<file path="config.mk">
export PLATFORM = sky130hd
export DESIGN_NAME = servo_bus_command_framer_core_flat
export DESIGN_NICKNAME = d
export VERILOG_FILES = /design/src/rtl/svbcf_pkg.sv /design/src/rtl/svbcf_if.sv /design/src/rtl/svbcf_front.sv /design/src/rtl/svbcf_queue.sv /design/src/rtl/svbcf_back.sv /design/src/rtl/servo_bus_command_framer_core.sv /design/src/flat_wrapper.sv
export SDC_FILE = /design/constraint.sdc
export NUM_CORES = 1
export LEC_CHECK = 0
export BUFFER_PORTS_ARGS = -buffer_cell sky130_fd_sc_hd__buf_2
export CAP_MARGIN = 10
export CORE_MARGIN = 2
export CORE_UTILIZATION = 35
export CTS_BUF_LIST = sky130_fd_sc_hd__clkbuf_8
export DETAILED_ROUTE_END_ITERATION = 7
export PLACE_DENSITY_LB_ADDON = 0.25
export REMOVE_ABC_BUFFERS = 1
export SLEW_MARGIN = 20
export SYNTH_ARGS = -nofsm -noshare
export SYNTH_HDL_FRONTEND = slang
export SYNTH_SLANG_ARGS = --single-unit
</file>
<file path="constraint.sdc">
create_clock -name clock -period 18.35 [get_ports clock]
set_input_delay 3.67 -clock clock [delete_from_list [all_inputs] [get_ports clock]]
set_output_delay 3.67 -clock clock [all_outputs]
set_load 0.1 [all_outputs]
</file>
<file path="src/rtl/svbcf_pkg.sv">
// Shared types and constants of the servo bus command framer.
// No dependencies; every other file of the block but svbcf_if imports it.
package svbcf_pkg;

   localparam logic [7:0] HDR_BYTE = 8'h55;
   localparam logic signed [7:0] OFS_LIMIT = 8'sd125;

   // Depth of the command queue between the front and back parts.
   localparam int QDEPTH = 2;
   localparam int QAW = (QDEPTH > 1) ? $clog2(QDEPTH) : 1;
   localparam int QCW = $clog2(QDEPTH + 1);

   typedef enum logic [3:0] {
      CMD_SET_ID     = 4'd0,
      CMD_GET_ID     = 4'd1,
      CMD_SET_POS    = 4'd2,
      CMD_GET_POS    = 4'd3,
      CMD_SET_OFFSET = 4'd4,
      CMD_GET_OFFSET = 4'd5,
      CMD_SET_LIMIT  = 4'd6,
      CMD_GET_LIMIT  = 4'd7,
      CMD_SET_LOAD   = 4'd8
   } cmd_type;

   typedef enum logic [7:0] {
      OP_MOVE        = 8'd1,
      OP_ID_WRITE    = 8'd13,
      OP_ID_READ     = 8'd14,
      OP_OFS_ADJUST  = 8'd17,
      OP_OFS_WRITE   = 8'd18,
      OP_OFS_READ    = 8'd19,
      OP_LIMIT_WRITE = 8'd20,
      OP_LIMIT_READ  = 8'd21,
      OP_POS_READ    = 8'd28,
      OP_LOAD_WRITE  = 8'd31
   } opcode_type;

   // Register indexes of the configuration port.
   typedef enum logic {
      REG_ANGLE_MAX     = 1'b0,
      REG_MOVE_TIME_MAX = 1'b1
   } reg_index_type;

   // One classified command as it waits for the serializer.
   typedef struct packed {
      logic [7:0]      id;
      opcode_type      op;
      logic [3:0][7:0] prm;
      logic [2:0]      np;
      logic [7:0]      chk0;   // checksum of the first frame
      logic            two;    // a second, parameterless write frame follows
      logic [7:0]      chk1;   // checksum of the second frame
   } desc_type;

   typedef struct packed {
      logic full;
      logic empty;
   } qstat_type;

endpackage

</file>
<file path="src/rtl/svbcf_if.sv">
// Handshake channels of the servo bus command framer: command in, bytes out.
// Depends on nothing; the payload widths follow the block's fields.
interface svbcf_req_if;
   logic              valid;
   logic              ready;
   logic [3:0]        command;
   logic [7:0]        servo_id;
   logic [15:0]       value_a;
   logic [15:0]       value_b;
   logic signed [7:0] offset_value;

   modport source (output valid, command, servo_id, value_a, value_b, offset_value,
                   input ready);
   modport sink (input valid, command, servo_id, value_a, value_b, offset_value,
                 output ready);
endinterface

interface svbcf_rsp_if;
   logic       valid;
   logic       ready;
   logic [7:0] tx_byte;
   logic       frame_end;
   logic       last;

   modport source (output valid, tx_byte, frame_end, last, input ready);
   modport sink (input valid, tx_byte, frame_end, last, output ready);
endinterface

</file>
<file path="src/rtl/svbcf_front.sv">
// Front part: accepts a command, saturates its values and builds the frame
// descriptor with checksums. Depends on svbcf_pkg.
module svbcf_front (
   input  logic                  req_valid,
   output logic                  req_ready,
   input  logic [3:0]            command,
   input  logic [7:0]            servo_id,
   input  logic [15:0]           value_a,
   input  logic [15:0]           value_b,
   input  logic signed [7:0]     offset_value,
   input  logic [15:0]           angle_max,
   input  logic [15:0]           move_time_max,
   input  svbcf_pkg::qstat_type  qstat,
   output logic                  push,
   output svbcf_pkg::desc_type   desc
);
   import svbcf_pkg::*;

   logic              known;
   logic [15:0]       lim_b;
   logic [15:0]       sat_a;
   logic [15:0]       sat_b;
   logic signed [7:0] ofs;
   logic [7:0]        sum;

   always_comb begin
      lim_b = (command == CMD_SET_POS) ? move_time_max : angle_max;
      sat_a = (value_a > angle_max) ? angle_max : value_a;
      sat_b = (value_b > lim_b) ? lim_b : value_b;
      if (offset_value < -OFS_LIMIT) begin
         ofs = -OFS_LIMIT;
      end else if (offset_value > OFS_LIMIT) begin
         ofs = OFS_LIMIT;
      end else begin
         ofs = offset_value;
      end
   end

   always_comb begin
      desc      = '0;
      desc.id   = servo_id;
      desc.op   = OP_ID_READ;
      known     = 1'b1;
      case (command)
         CMD_SET_ID: begin
            desc.op     = OP_ID_WRITE;
            desc.prm[0] = value_a[7:0];
            desc.np     = 3'd1;
         end
         CMD_GET_ID:     desc.op = OP_ID_READ;
         CMD_SET_POS, CMD_SET_LIMIT: begin
            desc.op  = (command == CMD_SET_POS) ? OP_MOVE : OP_LIMIT_WRITE;
            desc.prm = {sat_b[15:8], sat_b[7:0], sat_a[15:8], sat_a[7:0]};
            desc.np  = 3'd4;
         end
         CMD_GET_POS:    desc.op = OP_POS_READ;
         CMD_SET_OFFSET: begin
            desc.op     = OP_OFS_ADJUST;
            desc.prm[0] = ofs;
            desc.np     = 3'd1;
            desc.two    = 1'b1;
         end
         CMD_GET_OFFSET: desc.op = OP_OFS_READ;
         CMD_GET_LIMIT:  desc.op = OP_LIMIT_READ;
         CMD_SET_LOAD: begin
            desc.op     = OP_LOAD_WRITE;
            desc.prm[0] = {7'd0, (value_a[7:0] != 8'd0)};
            desc.np     = 3'd1;
         end
         default:        known = 1'b0;
      endcase
      // Unused parameter bytes are zero, so they drop out of the sum.
      sum = desc.id + {5'd0, desc.np} + 8'd3 + desc.op
          + desc.prm[0] + desc.prm[1] + desc.prm[2] + desc.prm[3];
      desc.chk0 = ~sum;
      desc.chk1 = ~(desc.id + 8'd3 + OP_OFS_WRITE);
   end

   assign req_ready = !qstat.full;
   assign push      = req_valid && req_ready && known;

endmodule

</file>
<file path="src/rtl/svbcf_queue.sv">
// Two-entry queue of frame descriptors between the front and back parts.
// Depends on svbcf_pkg.
module svbcf_queue (
   input  logic                  clock,
   input  logic                  reset,
   input  logic                  push,
   input  svbcf_pkg::desc_type   wr_desc,
   input  logic                  pop,
   output svbcf_pkg::desc_type   rd_desc,
   output svbcf_pkg::qstat_type  qstat
);
   import svbcf_pkg::*;

   desc_type           mem [QDEPTH];
   logic [QAW-1:0]     wr_ptr_ff, wr_ptr_in;
   logic [QAW-1:0]     rd_ptr_ff, rd_ptr_in;
   logic [QCW-1:0]     count_ff, count_in;

   function automatic logic [QAW-1:0] ptr_next(input logic [QAW-1:0] p);
      return (p == QAW'(QDEPTH - 1)) ? '0 : p + 1'b1;
   endfunction

   always_comb begin
      wr_ptr_in = push ? ptr_next(wr_ptr_ff) : wr_ptr_ff;
      rd_ptr_in = pop ? ptr_next(rd_ptr_ff) : rd_ptr_ff;
      count_in  = count_ff;
      if (push && !pop) begin
         count_in = count_ff + 1'b1;
      end else if (pop && !push) begin
         count_in = count_ff - 1'b1;
      end
   end

   always_ff @(posedge clock) begin
      if (reset) begin
         wr_ptr_ff <= '0;
         rd_ptr_ff <= '0;
         count_ff  <= '0;
      end else begin
         wr_ptr_ff <= wr_ptr_in;
         rd_ptr_ff <= rd_ptr_in;
         count_ff  <= count_in;
      end
   end

   always_ff @(posedge clock) begin
      if (push) begin
         mem[wr_ptr_ff] <= wr_desc;
      end
   end

   assign rd_desc     = mem[rd_ptr_ff];
   assign qstat.full  = (count_ff == QCW'(QDEPTH));
   assign qstat.empty = (count_ff == '0);

   a_no_overflow: assert property (@(posedge clock) disable iff (reset)
      qstat.full |-> !push) else $error("queue written while full");

   a_no_underflow: assert property (@(posedge clock) disable iff (reset)
      qstat.empty |-> !pop) else $error("queue read while empty");

   a_count_up: assert property (@(posedge clock) disable iff (reset)
      (push && !pop) |=> count_ff == $past(count_ff) + 1'b1)
      else $error("queue count did not follow a write");

   a_ptr_gap: assert property (@(posedge clock) disable iff (reset)
      (count_ff == '0 || count_ff == QCW'(QDEPTH)) |-> wr_ptr_ff == rd_ptr_ff)
      else $error("queue pointers disagree with the count");

endmodule

</file>
<file path="src/rtl/svbcf_back.sv">
// Back part: serializes one queued descriptor into frame bytes, one byte
// per cycle unless stalled, into the output register. Needs svbcf_pkg.
module svbcf_back (
   input  logic                  clock,
   input  logic                  reset,
   input  svbcf_pkg::desc_type   desc,
   input  svbcf_pkg::qstat_type  qstat,
   output logic                  pop,
   output logic                  rsp_valid,
   input  logic                  rsp_ready,
   output logic [7:0]            tx_byte,
   output logic                  frame_end,
   output logic                  last
);
   import svbcf_pkg::*;

   logic [3:0] idx_ff, idx_in;
   logic       frame_ff, frame_in;
   logic       valid_ff, valid_in;
   logic [7:0] byte_ff, byte_in;
   logic       end_ff, end_in;
   logic       last_ff, last_in;

   logic       advance;
   logic [2:0] cur_np;
   logic [7:0] cur_op;
   logic [7:0] cur_chk;
   logic [3:0] prm_idx;
   logic       is_chk;

   assign advance = !qstat.empty && (!valid_ff || rsp_ready);

   always_comb begin
      cur_np  = frame_ff ? 3'd0 : desc.np;
      cur_op  = frame_ff ? OP_OFS_WRITE : desc.op;
      cur_chk = frame_ff ? desc.chk1 : desc.chk0;
      prm_idx = idx_ff - 4'd5;
      is_chk  = (idx_ff == 4'd5 + {1'b0, cur_np});

      case (idx_ff)
         4'd0, 4'd1: byte_in = HDR_BYTE;
         4'd2:       byte_in = desc.id;
         4'd3:       byte_in = {5'd0, cur_np} + 8'd3;
         4'd4:       byte_in = cur_op;
         default:    byte_in = is_chk ? cur_chk : desc.prm[prm_idx[1:0]];
      endcase
      end_in  = is_chk;
      last_in = is_chk && (!desc.two || frame_ff);
      pop     = advance && last_in;

      idx_in   = idx_ff;
      frame_in = frame_ff;
      if (advance) begin
         if (is_chk) begin
            idx_in   = '0;
            frame_in = !last_in;
         end else begin
            idx_in = idx_ff + 1'b1;
         end
      end

      valid_in = advance ? 1'b1 : (valid_ff && !rsp_ready);
   end

   always_ff @(posedge clock) begin
      if (reset) begin
         idx_ff   <= '0;
         frame_ff <= 1'b0;
         valid_ff <= 1'b0;
      end else begin
         idx_ff   <= idx_in;
         frame_ff <= frame_in;
         valid_ff <= valid_in;
      end
   end

   always_ff @(posedge clock) begin
      if (advance) begin
         byte_ff <= byte_in;
         end_ff  <= end_in;
         last_ff <= last_in;
      end
   end

   assign rsp_valid = valid_ff;
   assign tx_byte   = byte_ff;
   assign frame_end = end_ff;
   assign last      = last_ff;

   a_last_ends_frame: assert property (@(posedge clock) disable iff (reset)
      (valid_ff && last_ff) |-> end_ff) else $error("last byte is not a checksum");

   a_hold_on_stall: assert property (@(posedge clock) disable iff (reset)
      (valid_ff && !rsp_ready) |=> valid_ff && $stable(byte_ff))
      else $error("output byte changed under stall");

   a_idx_reset_after_frame: assert property (@(posedge clock) disable iff (reset)
      (advance && is_chk) |=> idx_ff == '0)
      else $error("byte index not rewound after a checksum");

endmodule

</file>
<file path="src/rtl/servo_bus_command_framer_core.sv">
// Top level of the servo bus command framer: configuration registers and
// the front part, queue and back part. Depends on svbcf_pkg and svbcf_if.
//
// Each accepted command produces its bus frames at one byte per clock
// cycle unless the output stalls: 6 to 10 bytes for a single frame and
// 13 for a set-offset, which sends an adjust frame, then a write frame.
// Commands are accepted one per cycle while
// the two-entry descriptor queue has room, so a new command can be taken
// while earlier bytes are still going out. Unknown command codes are
// accepted and dropped without output. Configuration registers sit at byte
// addresses 0 (angle_max) and 4 (move_time_max) and read back their value.
module servo_bus_command_framer_core (
   input  logic        clock,
   input  logic        reset,
   svbcf_req_if.sink   req_ch,
   svbcf_rsp_if.source rsp_ch,
   input  logic        csr_psel,
   input  logic        csr_penable,
   input  logic        csr_pwrite,
   input  logic [2:0]  csr_paddr,
   input  logic [31:0] csr_pwdata,
   output logic [31:0] csr_prdata,
   output logic        csr_pready
);
   import svbcf_pkg::*;

   logic [15:0] angle_max_ff, angle_max_in;
   logic [15:0] time_max_ff, time_max_in;
   logic        csr_wr;

   qstat_type   qstat;
   desc_type    wr_desc;
   desc_type    rd_desc;
   logic        push;
   logic        pop;

   assign csr_pready = 1'b1;
   assign csr_wr     = csr_psel && csr_penable && csr_pwrite && csr_pready;

   always_comb begin
      angle_max_in = angle_max_ff;
      time_max_in  = time_max_ff;
      if (csr_wr) begin
         case (reg_index_type'(csr_paddr[2]))
            REG_ANGLE_MAX:     angle_max_in = csr_pwdata[15:0];
            REG_MOVE_TIME_MAX: time_max_in  = csr_pwdata[15:0];
            default:           angle_max_in = angle_max_ff;
         endcase
      end
      csr_prdata = (reg_index_type'(csr_paddr[2]) == REG_MOVE_TIME_MAX)
                 ? {16'd0, time_max_ff} : {16'd0, angle_max_ff};
   end

   always_ff @(posedge clock) begin
      if (reset) begin
         angle_max_ff <= 16'd1000;
         time_max_ff  <= 16'd30000;
      end else begin
         angle_max_ff <= angle_max_in;
         time_max_ff  <= time_max_in;
      end
   end

   svbcf_front u_front (
      .req_valid     (req_ch.valid),
      .req_ready     (req_ch.ready),
      .command       (req_ch.command),
      .servo_id      (req_ch.servo_id),
      .value_a       (req_ch.value_a),
      .value_b       (req_ch.value_b),
      .offset_value  (req_ch.offset_value),
      .angle_max     (angle_max_ff),
      .move_time_max (time_max_ff),
      .qstat         (qstat),
      .push          (push),
      .desc          (wr_desc)
   );

   svbcf_queue u_queue (
      .clock   (clock),
      .reset   (reset),
      .push    (push),
      .wr_desc (wr_desc),
      .pop     (pop),
      .rd_desc (rd_desc),
      .qstat   (qstat)
   );

   svbcf_back u_back (
      .clock     (clock),
      .reset     (reset),
      .desc      (rd_desc),
      .qstat     (qstat),
      .pop       (pop),
      .rsp_valid (rsp_ch.valid),
      .rsp_ready (rsp_ch.ready),
      .tx_byte   (rsp_ch.tx_byte),
      .frame_end (rsp_ch.frame_end),
      .last      (rsp_ch.last)
   );

endmodule

</file>
<file path="src/flat_wrapper.sv">
// flat-port wrapper written by rule: the top's interface ports become plain ports
module servo_bus_command_framer_core_flat import svbcf_pkg::*;
  (clock, reset, csr_psel, csr_penable, csr_pwrite, csr_paddr, csr_pwdata, csr_prdata, csr_pready, req_ch_valid, req_ch_command, req_ch_servo_id, req_ch_value_a, req_ch_value_b, req_ch_offset_value, req_ch_ready, rsp_ch_valid, rsp_ch_tx_byte, rsp_ch_frame_end, rsp_ch_last, rsp_ch_ready);
  svbcf_req_if req_ch_i ();
  svbcf_rsp_if rsp_ch_i ();
  input  logic clock;
  input  logic reset;
  input  logic csr_psel;
  input  logic csr_penable;
  input  logic csr_pwrite;
  input  logic [2:0] csr_paddr;
  input  logic [31:0] csr_pwdata;
  output logic [31:0] csr_prdata;
  output logic csr_pready;
  input wire logic [$bits(req_ch_i.valid)-1:0] req_ch_valid;
  input wire logic [$bits(req_ch_i.command)-1:0] req_ch_command;
  input wire logic [$bits(req_ch_i.servo_id)-1:0] req_ch_servo_id;
  input wire logic [$bits(req_ch_i.value_a)-1:0] req_ch_value_a;
  input wire logic [$bits(req_ch_i.value_b)-1:0] req_ch_value_b;
  input wire logic [$bits(req_ch_i.offset_value)-1:0] req_ch_offset_value;
  output wire logic [$bits(req_ch_i.ready)-1:0] req_ch_ready;
  output wire logic [$bits(rsp_ch_i.valid)-1:0] rsp_ch_valid;
  output wire logic [$bits(rsp_ch_i.tx_byte)-1:0] rsp_ch_tx_byte;
  output wire logic [$bits(rsp_ch_i.frame_end)-1:0] rsp_ch_frame_end;
  output wire logic [$bits(rsp_ch_i.last)-1:0] rsp_ch_last;
  input wire logic [$bits(rsp_ch_i.ready)-1:0] rsp_ch_ready;
  assign req_ch_i.valid = req_ch_valid;
  assign req_ch_i.command = req_ch_command;
  assign req_ch_i.servo_id = req_ch_servo_id;
  assign req_ch_i.value_a = req_ch_value_a;
  assign req_ch_i.value_b = req_ch_value_b;
  assign req_ch_i.offset_value = req_ch_offset_value;
  assign req_ch_ready = req_ch_i.ready;
  assign rsp_ch_valid = rsp_ch_i.valid;
  assign rsp_ch_tx_byte = rsp_ch_i.tx_byte;
  assign rsp_ch_frame_end = rsp_ch_i.frame_end;
  assign rsp_ch_last = rsp_ch_i.last;
  assign rsp_ch_i.ready = rsp_ch_ready;
  servo_bus_command_framer_core u_core (.clock(clock), .reset(reset), .req_ch(req_ch_i), .rsp_ch(rsp_ch_i), .csr_psel(csr_psel), .csr_penable(csr_penable), .csr_pwrite(csr_pwrite), .csr_paddr(csr_paddr), .csr_pwdata(csr_pwdata), .csr_prdata(csr_prdata), .csr_pready(csr_pready));
endmodule
</file>
==> results of run 1 <==
-- routing by layer --
metal / share of wire (%) / GRT usage, % / vias to the layer above
met5: 0.11 / 0 / -
met4: 0.77 / 3.33 / 6
met3: 5.2 / 3.57 / 18
met2: 46 / 25.9 / 177
met1: 48 / 23.9 / 3328
li1: - / - / 3313
-- synthesized netlist by cell type (all sizes together) (5+ instances only) --
cell type and count:
edfxtp 136, nand2 95, inv 86, nor2 60
ha 55, a21oi 47, mux2i 45, dfxtp 43
o21ai 38, clkbuf 32, fa 25, buf 24
mux4 23, xnor2 13, a211oi 12, a211o 11
nand2b 11, nand4 11, o211ai 10, xor2 9
nand3b 8, nand3 7, nor3 7, nor2b 6
o211a 6, a222oi 5
-- area by class of cell --
type / count / area (sq um)
clock inverters: 13 / 154
well taps: 384 / 480
flip-flops and latches: 179 / 4950
fillers: 2792 / 17200
inverters: 86 / 323
repair buffers: 112 / 583
clock buffers: 17 / 234
diodes: 1 / 2.50
multi-input cells: 574 / 4580
-- power breakdown --
part	switching [uW]	internal (uW)
Sequential	10.8	478
Combinational	183	87.7
Clock	149	123
Total	343	688
-- layout by cell type (no fill, tap or decap), types with 11 or more instances in the layout --
cell type    n
clkbuf_8    17
nor2_1      58
mux2i_1     45
a211o_1     11
buf_2      103
dfxtp_1     41
inv_1       87
a21oi_1     46
conb_1      17
nand2b_1    11
a211oi_1    12
fa_1        25
edfxtp_1   136
xnor2_1     13
ha_1        55
nand2_1     95
o21ai_0     37
mux4_2      23
-- critical path, delay by kind of cell --
family	cells	cell delay (ns)
muxes	1	0.33
buffers and inverters	2	0.21
AOI/OAI and AO/OA	7	1.62
adders and majority gates	6	2.91
and+or+nand+nor	6	1.96
xor gates and xnor gates	3	0.80
-- flip-flops by register name, indices dropped and copies added, names as in the netlist, 2 cells and up, named ones only --
register / flops
u_core.u_queue.mem: 126
u_core.angle_max_ff: 16
u_core.time_max_ff: 16
u_core.u_back.tx_byte: 8
u_core.u_back.idx_ff: 4
u_core.u_queue.count_ff: 2
-- metrics by stage --
stage	worst slack (ns)	hold slack [ns]	power [uW]	instance area, sq um	util [%]
floorplan	7.76	0.436	693	9830	-
global placement	6.53	0.460	768	10900	38.2
detailed placement	6.54	0.459	769	10900	38.2
CTS	7.01	0.473	1040	11300	39.6
global route	6.55	0.502	1090	11300	39.6
finish	7.00	0.474	1030	11300	39.6
-- kinds of logic after synthesis --
kind of cell               Yosys count  share of synthesized area, %
AOI/OAI and AO/OA                  160                          10.6
xor gates and xnor gates            23                          2.14
adders and majority gates           80                          11.8
buffers and inverters              142                          6.07
DFF                                179                          49.1
muxes                               72                          10.1
other                                2                        0.0746
and+or+nand+nor                    222                          10.1
-- how the worst max path moves through the flow --
stage                                                     end  cells past startpoint  slack, ns
after floorplan           u_core.u_queue.mem[0][16]$_DFFE_PP_                     24       7.76
after CTS                 u_core.u_queue.mem[0][16]$_DFFE_PP_                     25       7.01
after global routing      u_core.u_queue.mem[0][16]$_DFFE_PP_                     25       6.55
after detailed placement  u_core.u_queue.mem[1][16]$_DFFE_PP_                     25       6.54
final                     u_core.u_queue.mem[0][16]$_DFFE_PP_                     25       7.00
after global placement    u_core.u_queue.mem[0][16]$_DFFE_PP_                     25       6.53
==> metrics.md, run 1 <==
| Metric | Value |
|---|---|
| HPWL Detailed | 18.0 mm |
| Die width | 174 um |
| Syn Area/Cell | about 11 sq um |
| Worst EP required | 18.53 ns |
| Dominant synthesized flop cell | edfxtp_1 |
| PD cells | 91.2 mW/mm^2 |
| # Post-CTS Setup Buffers | 0 |
| Tightest Pin Transition | 1.12 ns |
| Startpoint types | input port |
| Inst Count DP | approximately 1300 |
| Relative slew slack | 25.0% |
| Gr usage total | 16.6% |
| HP Start | u_core.angle_max_ff[15]$_SDFFE_PP0P_ |
| Crit path arrival time | around 12 ns |
| IO buf count | 103 |
| Status | finished clean |
| Synthesized flop and latch total | 179 |
| Clk pin slew, worst setup/hold paths | approximately 0.10 ns |
| Synthesized instance count | 880 |
| Root Buffer | clkbuf_8 |
| Number of global-route vias before repair | 6589 |
| CTS Buffer Depth | 2 |
| WHS Endpoint | u_core.angle_max_ff[15]$_SDFFE_PP0P_ |
| Leakage | 0.00445 uW |
| Max-slew violations | 0 |
| Ys async rst share | 0% |
| Critical path fanouts, max | 20 |
| Total count of hold-check failures in the final report | 0 |
| H-tree Lvls | 4 |
| Cell taking the most area after synthesis | edfxtp_1 |
| Area share of the largest cell type after synthesis | 40.6% |
| DRC violations left | 0 |
| Detailed Routing Iterations Pass 1 | 7 |
| Critical Path Most Common Cell | fa_1 |
| DR iter-0 viols | 543 |
| Detailed-route wire length per cell | approximately 18 um |
| Worst R2R Path Depth | 23 |
| Synth area leaders | edfxtp_1 (41%), dfxtp_1 (8.6%), ha_1 (6.8%) |
| Starting Density | 35.3% |
| Max Cap Violations | 0 |
| Worst-Skew Late Latency | 0.46 ns |
| Reg2Reg Launch Point | u_core.angle_max_ff[1]$_SDFFE_PP0P_ |
| RSZ-0062 raised after global routing | no |
| Peak VDD IR | 0.0368 mV |
| CP startpoint | req_ch_command[2] |
| Synth Cell Area | 0.0101 sq mm |
| Cell Rows | 62 |
| Number of distinct library cells after synthesis | 60 |
| Die ar. | 0.0301 sq mm |
| Number of flops mapped to enable cells by yosys | 136 |
| Worst setup EP type | flip-flop |
| Final setup violation count | 0 |
| Die span in y | 174 um |
| Period utilisation layout | 61.9% |
| Crit path time final | about 11 ns |
| GPL Wtd Cong | around 0.83 |
| Final std cells w/o fill | 1366 |
| Vias | between 6000 and 7000 |
| Initial antenna violation count | 5 |
| Largest net degree at the start of global routing | 64 |
| Overflow left after global routing | 0 |
| Drt total wl | approximately 24 mm |
| Layout cell share with drive strength beyond 1 | between 10% and 20% |
| Core region area | 0.0285 sq mm |
| Clk sink count | ~180 |
| CTS tree | yes |
| Vias per cell | 5.01 |
| FMAX | ~88 MHz |
| ANT nets after route | 0 |
| Seq/Total Area, Yosys | between 40% and 50% |
| Final nets | approximately 1100 |
| CP max stage cell | nor3_4 |
| Area growth, synth to finish | 12.3% |
| Ys Warns | 0 |
| Setup TNS | 0 ns |
| Worst clock skew | roughly 0.018 ns |
| First-pass GRT wire length | 37.9 mm |
| Kind of critical path | input port to flip-flop |
| Hold buffers post-CTS | 0 |
| CP peak stage delay | 0.86 ns |
| Hold depth | 2 |
| I/O Pins | 139 |
| CTS Buf Count | 17 |
| Hold WC Path Type | flip-flop to flip-flop |
| Flop2flop setup slack | 11.08 ns |
| Worst reg2reg path endpoint | u_core.u_queue.mem[0][16]$_DFFE_PP_ |
| CTS resizes | 0 |
(Power assumes the default switching activity.)
==> run 2, diff against run 1 <==
==> constraint.sdc (replaced) <==
create_clock -name clock -period 11.8 [get_ports clock]
set_input_delay 2.36 -clock clock [delete_from_list [all_inputs] [get_ports clock]]
set_output_delay 2.36 -clock clock [all_outputs]
set_load 0.1 [all_outputs]
==> run 2 against run 1 <==
Flip-flop and latch count unchanged. Clock power increased by 40%. Die area unchanged. First-iteration DRC count decreased by 18%. Sequential share of layout area increased by 0.086 points. Critical endpoint unchanged. Critical path type unchanged. Worst setup slack got worse by 4.8 ns. Cell area decreased by 0.22%. Sequential power increased by 55%. Largest cell class unchanged. Wire length increased by 1.2%. Register-to-register slack got worse by 6.4 ns.
==> metrics.md, run 2 (synthesis gave the netlist of run 1 again) <==
| Metric | Value |
|---|---|
| Status | finished clean |
| Fill cells | 2848 |
| Hold WC Path Type | flip-flop to flip-flop |
| DR iter-0 viols | 444 |
| CP peak stage delay | 0.55 ns |
| CTS Buffer Depth | 2 |
| RSZ-0062 raised after global routing | no |
| Max FFs per register | 126 |
| Vias per cell | 5.02 |
| CTS Buf Count | 17 |
| Period utilisation layout | 81.5% |
| Setup TNS | 0 ns |
| Drt total wl | 24.7 mm |
| ANT nets after route | 0 |
| Final nets | between 1000 and 1500 |
| GPL Wtd Cong | 0.815 |
| Leakage | between 0.004 and 0.005 uW |
| CTS tree | yes |
| # Post-CTS Setup Buffers | 0 |
| Root Buffer | clkbuf_8 |
| Util after Layout | around two fifths |
| Largest net degree at the start of global routing | between 60 and 70 |
| Overflow left after global routing | 0 |
| Crit path arrival time | about 9.8 ns |
| Die width | 174 um |
| Hold WS | 0.477 ns |
| Detailed Routing Iterations Pass 1 | 5 |
| Most common cell after layout, fill and taps aside | edfxtp_1 |
| PD cells | roughly 140 mW/mm^2 |
| Peak VDD IR | 0.0523 mV |
| Worst setup EP type | flip-flop |
| Worst clock skew | 0.0190 ns |
| Detailed-route wire length per cell | between 15 and 20 um |
| Overall power | around 1600 uW |
| Hold buffers post-CTS | 0 |
| CP delay by family, top | adder cells |
| First-pass GRT wire length | a little under 40 mm |
| Crit path time final | 9.62 ns |
| CTS resizes | 0 |
| Relative slew slack | a little under a third |
| FMAX | 104 MHz |
| Max Cap Violations | 0 |
| Cell Rows | 62 |
| FF/Latch Area | 0.00495 sq mm |
| Initial antenna violation count | 5 |
| Kind of critical path | input port to flip-flop |
| DRC violations left | 0 |
| Worst path bufs/invs | 3 |
| Clk sink count | around 180 |
| Number of global-route vias before repair | ~6700 |
| Top reg by flops | u_core.u_queue.mem |
| CP max stage cell | fa_1 |
| I/O Pins | 139 |
| H-tree Lvls | 4 |
| Most frequent cells in the layout | edfxtp_1 (136), buf_2 (103), nand2_1 (95) |
| Layout cell share with drive strength beyond 1 | 18.2% |
| Largest registers | u_core.u_queue.mem: 126 flops, u_core.angle_max_ff: 16 flops, u_core.time_max_ff: 16 flops |
| IO buf count | 103 |
| Critical path fanouts, max | 19 |
| HPWL Detailed | 18.1 mm |
| Total count of hold-check failures in the final report | 0 |
| Area of the multi-input gates | 0.00458 sq mm |
| Starting Density | 35.3% |
| Startpoint types | input port |
| Die span in y | 174 um |
| Worst-Skew Late Latency | 0.48 ns |
| Die ar. | between 0.03 and 0.04 sq mm |
| Final setup violation count | 0 |
| Max-slew violations | 0 |
| Critical Path Most Common Cell | fa_1 |
| Tightest Pin Transition | about 1.0 ns |
| Worst EP required | 12.00 ns |
| Vias | around 7000 |
| Area growth, synth to finish | 12.1% |
| Gr usage total | 16.8% |
| Core region area | 0.0285 sq mm |
| Clk pin slew, worst setup/hold paths | 0.09 ns |
-- run 2: stage by stage --
step                instances  instance area [sq um]  setup WS, ns
floorplan                 839                   9830          2.52
global placement         1338                  10900          1.63
detailed placement       1338                  10900          1.66
CTS                      1369                  11300          2.11
global route             1370                  11300          1.55
finish                   1371                  11300          2.18
-- run 2: report_power, final --
part           switching, uW  internal [uW]
Sequential              11.4            742
Combinational            291            138
Clock                    234            148
Total                    536           1030
-- run 2: worst register-to-register path, stage by stage (launching register included) --
cell and delay, ns:
dfxtp_1 0.42, inv_1 0.08, ha_1 0.28, nor2b_1 0.14, o211ai_1 0.11, a2111o_1 0.42, a31oi_1 0.53, buf_4 0.32
a21oi_4 0.12, a222oi_1 0.63, fa_1 0.53, inv_1 0.09, fa_1 0.41, fa_1 0.51, fa_1 0.54, inv_1 0.06
fa_1 0.44, nor2b_1 0.16, nor3_1 0.07, o21bai_1 0.13, a21oi_1 0.09, xnor2_1 0.22, xnor2_1 0.17, xnor3_1 0.33
-- run 2: per-layer routing --
metal / global-route usage (%) / part of all wire (%) / vias to the layer above / wire, um
li1: - / - / 3321 / -
met1: 24.0 / 48 / 3331 / 11800
met2: 26.4 / 46 / 201 / 11300
met3: 3.42 / 5.2 / 24 / 1280
met4: 4.27 / 1.0 / 6 / 259
met5: 0 / 0.14 / - / 34
-- run 2: cell type report --
type	count	share of cell area (%)
sequential	179	43.8
multi-input combinational	574	40.6
timing repair buffer	115	5.37
tap	384	4.26
inverter	86	2.86
clock buffer	17	2.07
clock inverter	14	0.932
antenna	2	0.0444
-- run 2: path summary, 6_finish.rpt --
kind	from	end	depth (start not counted)	slack [ns]
max	req_ch_command[2]	u_core.u_queue.mem[0][16]$_DFFE_PP_	26	2.18
min	u_core.time_max_ff[2]$_SDFFE_PP0P_	u_core.time_max_ff[2]$_SDFFE_PP0P_	2	0.48
max reg2reg	u_core.angle_max_ff[1]$_SDFFE_PP0P_	u_core.u_queue.mem[0][16]$_DFFE_PP_	23	4.71
min reg2reg	u_core.time_max_ff[2]$_SDFFE_PP0P_	u_core.time_max_ff[2]$_SDFFE_PP0P_	2	0.48
==> run 3, diff against run 2 <==
==> constraint.sdc (replaced) <==
create_clock -name clock -period 10.05 [get_ports clock]
set_input_delay 2.01 -clock clock [delete_from_list [all_inputs] [get_ports clock]]
set_output_delay 2.01 -clock clock [all_outputs]
set_load 0.1 [all_outputs]
==> run 3 against run 2 <==
Sequential share of layout area decreased by 0.12 points. Clock skew decreased by 0.0019 ns. Clock power increased by 24%. Global-route usage decreased by 0.21 points. Critical path depth unchanged. Total power increased by 19%. Register-to-register slack got worse by 1.7 ns. Largest power group unchanged. Highest routed layer unchanged.
==> metrics.md, run 3 (synthesis gave the netlist of run 1 again) <==
| Metric | Value |
|---|---|
| Critical path fanouts, max | 11 |
| Tightest Pin Transition | between 0.9 and 1 ns |
| Starting Density | about a third |
| Die span in y | 174 um |
| DR iter-0 viols | 524 |
| Worst EP required | slightly above 10 ns |
| Worst R2R Path Depth | 23 |
| Largest net degree at the start of global routing | 64 |
| CP peak stage delay | 0.56 ns |
| Top reg by flops | u_core.u_queue.mem |
| Most common cell after layout, fill and taps aside | edfxtp_1 |
| Critical Path Most Common Cell | fa_1 |
| Gr usage total | between 10% and 20% |
| Startpoint types | input port |
| Worst-Skew Late Latency | between 0.4 and 0.5 ns |
| Setup TNS | 0 ns |
| CTS tree | yes |
| Finished Cell Area | 0.0113 sq mm |
| Max-slew violations | 0 |
| Core region area | ~0.029 sq mm |
| CP delay by family, top | adder cells |
| Drt total wl | roughly 25 mm |
| Kind of critical path | input port to flip-flop |
| Die ar. | 0.0301 sq mm |
| Crit path to | u_core.u_queue.mem[0][16]$_DFFE_PP_ |
| Hold buffers post-CTS | 0 |
| I/O Pins | about 140 |
| Largest registers | u_core.u_queue.mem: 126 flops, u_core.angle_max_ff: 16 flops, u_core.time_max_ff: 16 flops |
| Initial antenna violation count | 5 |
| Peak VDD IR | 0.0662 mV |
| HPWL Detailed | 18.3 mm |
| First-pass GRT wire length | between 30 and 40 mm |
| Cell area after placement | 0.0109 sq mm |
| DRC violations left | 0 |
| Crit path time final | 9.00 ns |
| Layout cell share with drive strength beyond 1 | around 18% |
| Root Buffer | clkbuf_8 |
| Die width | 174 um |
| Fill cells | 2858 |
| CTS Buf Count | 17 |
| Overall power | 1860 uW |
| GPL Wtd Cong | about 0.83 |
| Cell Rows | between 60 and 70 |
| Final nets | 1148 |
| Relative slew slack | 35.1% |
| Worst path bufs/invs | 3 |
| CTS resizes | 0 |
| Period utilisation layout | about nine tenths |
| ANT nets after route | 0 |
| Worst reg2reg path endpoint | u_core.u_queue.mem[0][16]$_DFFE_PP_ |
| Max Cap Violations | 0 |
| RSZ-0062 raised after global routing | no |
| Vias per cell | 5.02 |
| Most frequent cells in the layout | edfxtp_1 (136), buf_2 (103), nand2_1 (95) |
| Area of the multi-input gates | 0.00458 sq mm |
| Final setup violation count | 0 |
| Hold WC Path Type | flip-flop to flip-flop |
| Worst path depth | 26 |
| PD cells | approximately 160 mW/mm^2 |
| Max FFs per register | 126 |
| Clk pin slew, worst setup/hold paths | around 0.090 ns |
| CP startpoint | req_ch_command[2] |
| Crit path arrival time | 9.19 ns |
| Area growth, synth to finish | 12.4% |
| Vias | 6889 |
| Number of global-route vias before repair | 6699 |
| Overflow left after global routing | 0 |
| Leakage | 0.00446 uW |
| Clk sink count | 179 |
| Worst setup EP type | flip-flop |
| Detailed-route wire length per cell | 18.0 um |
| H-tree Lvls | 4 |
| FMAX | 111 MHz |
| Status | finished clean |
| CP max stage cell | nor3_4 |
| Reg2Reg Launch Point | u_core.angle_max_ff[1]$_SDFFE_PP0P_ |
| # Post-CTS Setup Buffers | 0 |
| Worst clock skew | ~0.017 ns |
| Total count of hold-check failures in the final report | 0 |
| Flop2flop setup slack | 3.00 ns |
| CTS Buffer Depth | 2 |
| Detailed Routing Iterations Pass 1 | 7 |
| FF/Latch Area | 0.00495 sq mm |
| IO buf count | between 100 and 150 |
[run 3: cell types whose count changed in the layout (fill, tap and decap cells not counted)]
cell / change
clkinv_4: -1
clkinv_2: -3
inv_6: +2
bufinv_16: +1
inv_1: +1
clkinv_1: +2
inv_8: -1
buf_4: +1
[run 3: through the flow]
step / hold slack [ns] / worst slack, ns / cells / util (%)
2_1_floorplan: 0.436 / 1.12 / 839 / -
3_3_place_gp: 0.459 / 0.594 / 1339 / 38.3
3_5_place_dp: 0.462 / 0.550 / 1339 / 38.3
4_1_cts: 0.474 / 1.02 / 1371 / 39.6
5_1_grt: 0.488 / 0.583 / 1372 / 39.6
6_report: 0.479 / 1.05 / 1373 / 39.6
[run 3: final cells by class]
| cell class | count | share of cell area, % |
|---|---|---|
| antenna | 2 | 0.0442 |
| clock buffer | 17 | 2.07 |
| clock inverter | 15 | 1.14 |
| inverter | 86 | 2.85 |
| multi-input combinational | 574 | 40.5 |
| sequential | 179 | 43.7 |
| tap | 384 | 4.25 |
| timing repair buffer | 116 | 5.42 |
[run 3: per-layer routing]
metal | share of wire [%] | wire [um] | GRT usage (%)
met1 | 47 | 11600 | 23.8
met2 | 46 | 11400 | 26.4
met3 | 6.1 | 1510 | 3.71
met4 | 0.50 | 123 | 2.66
met5 | 0.14 | 34 | 0
[run 3: worst min-delay path by stage]
stage	from	endpoint	slack, ns	depth (start not counted)
finish	u_core.time_max_ff[0]$_SDFFE_PP0P_	u_core.time_max_ff[0]$_SDFFE_PP0P_	0.48	2
global route	u_core.time_max_ff[2]$_SDFFE_PP0P_	u_core.time_max_ff[2]$_SDFFE_PP0P_	0.49	2
CTS	u_core.time_max_ff[2]$_SDFFE_PP0P_	u_core.time_max_ff[2]$_SDFFE_PP0P_	0.47	2
detailed placement	u_core.time_max_ff[0]$_SDFFE_PP0P_	u_core.time_max_ff[0]$_SDFFE_PP0P_	0.46	2
global placement	u_core.angle_max_ff[15]$_SDFFE_PP0P_	u_core.angle_max_ff[15]$_SDFFE_PP0P_	0.46	2
floorplan	u_core.time_max_ff[0]$_SDFFE_PP0P_	u_core.time_max_ff[0]$_SDFFE_PP0P_	0.44	2
[run 3: power by group]
part           leakage [uW]  total [uW]  internal (uW)  switching, uW
sequential          0.00160         886            872           13.8
combinational       0.00267         503            163            340
clock              0.000189         472            199            274
[run 3: tightest hold or removal path: stages (launching register included)]
cell and delay (ns):
dfxtp_1 0.33, nand2_1 0.05, a21oi_1 0.05
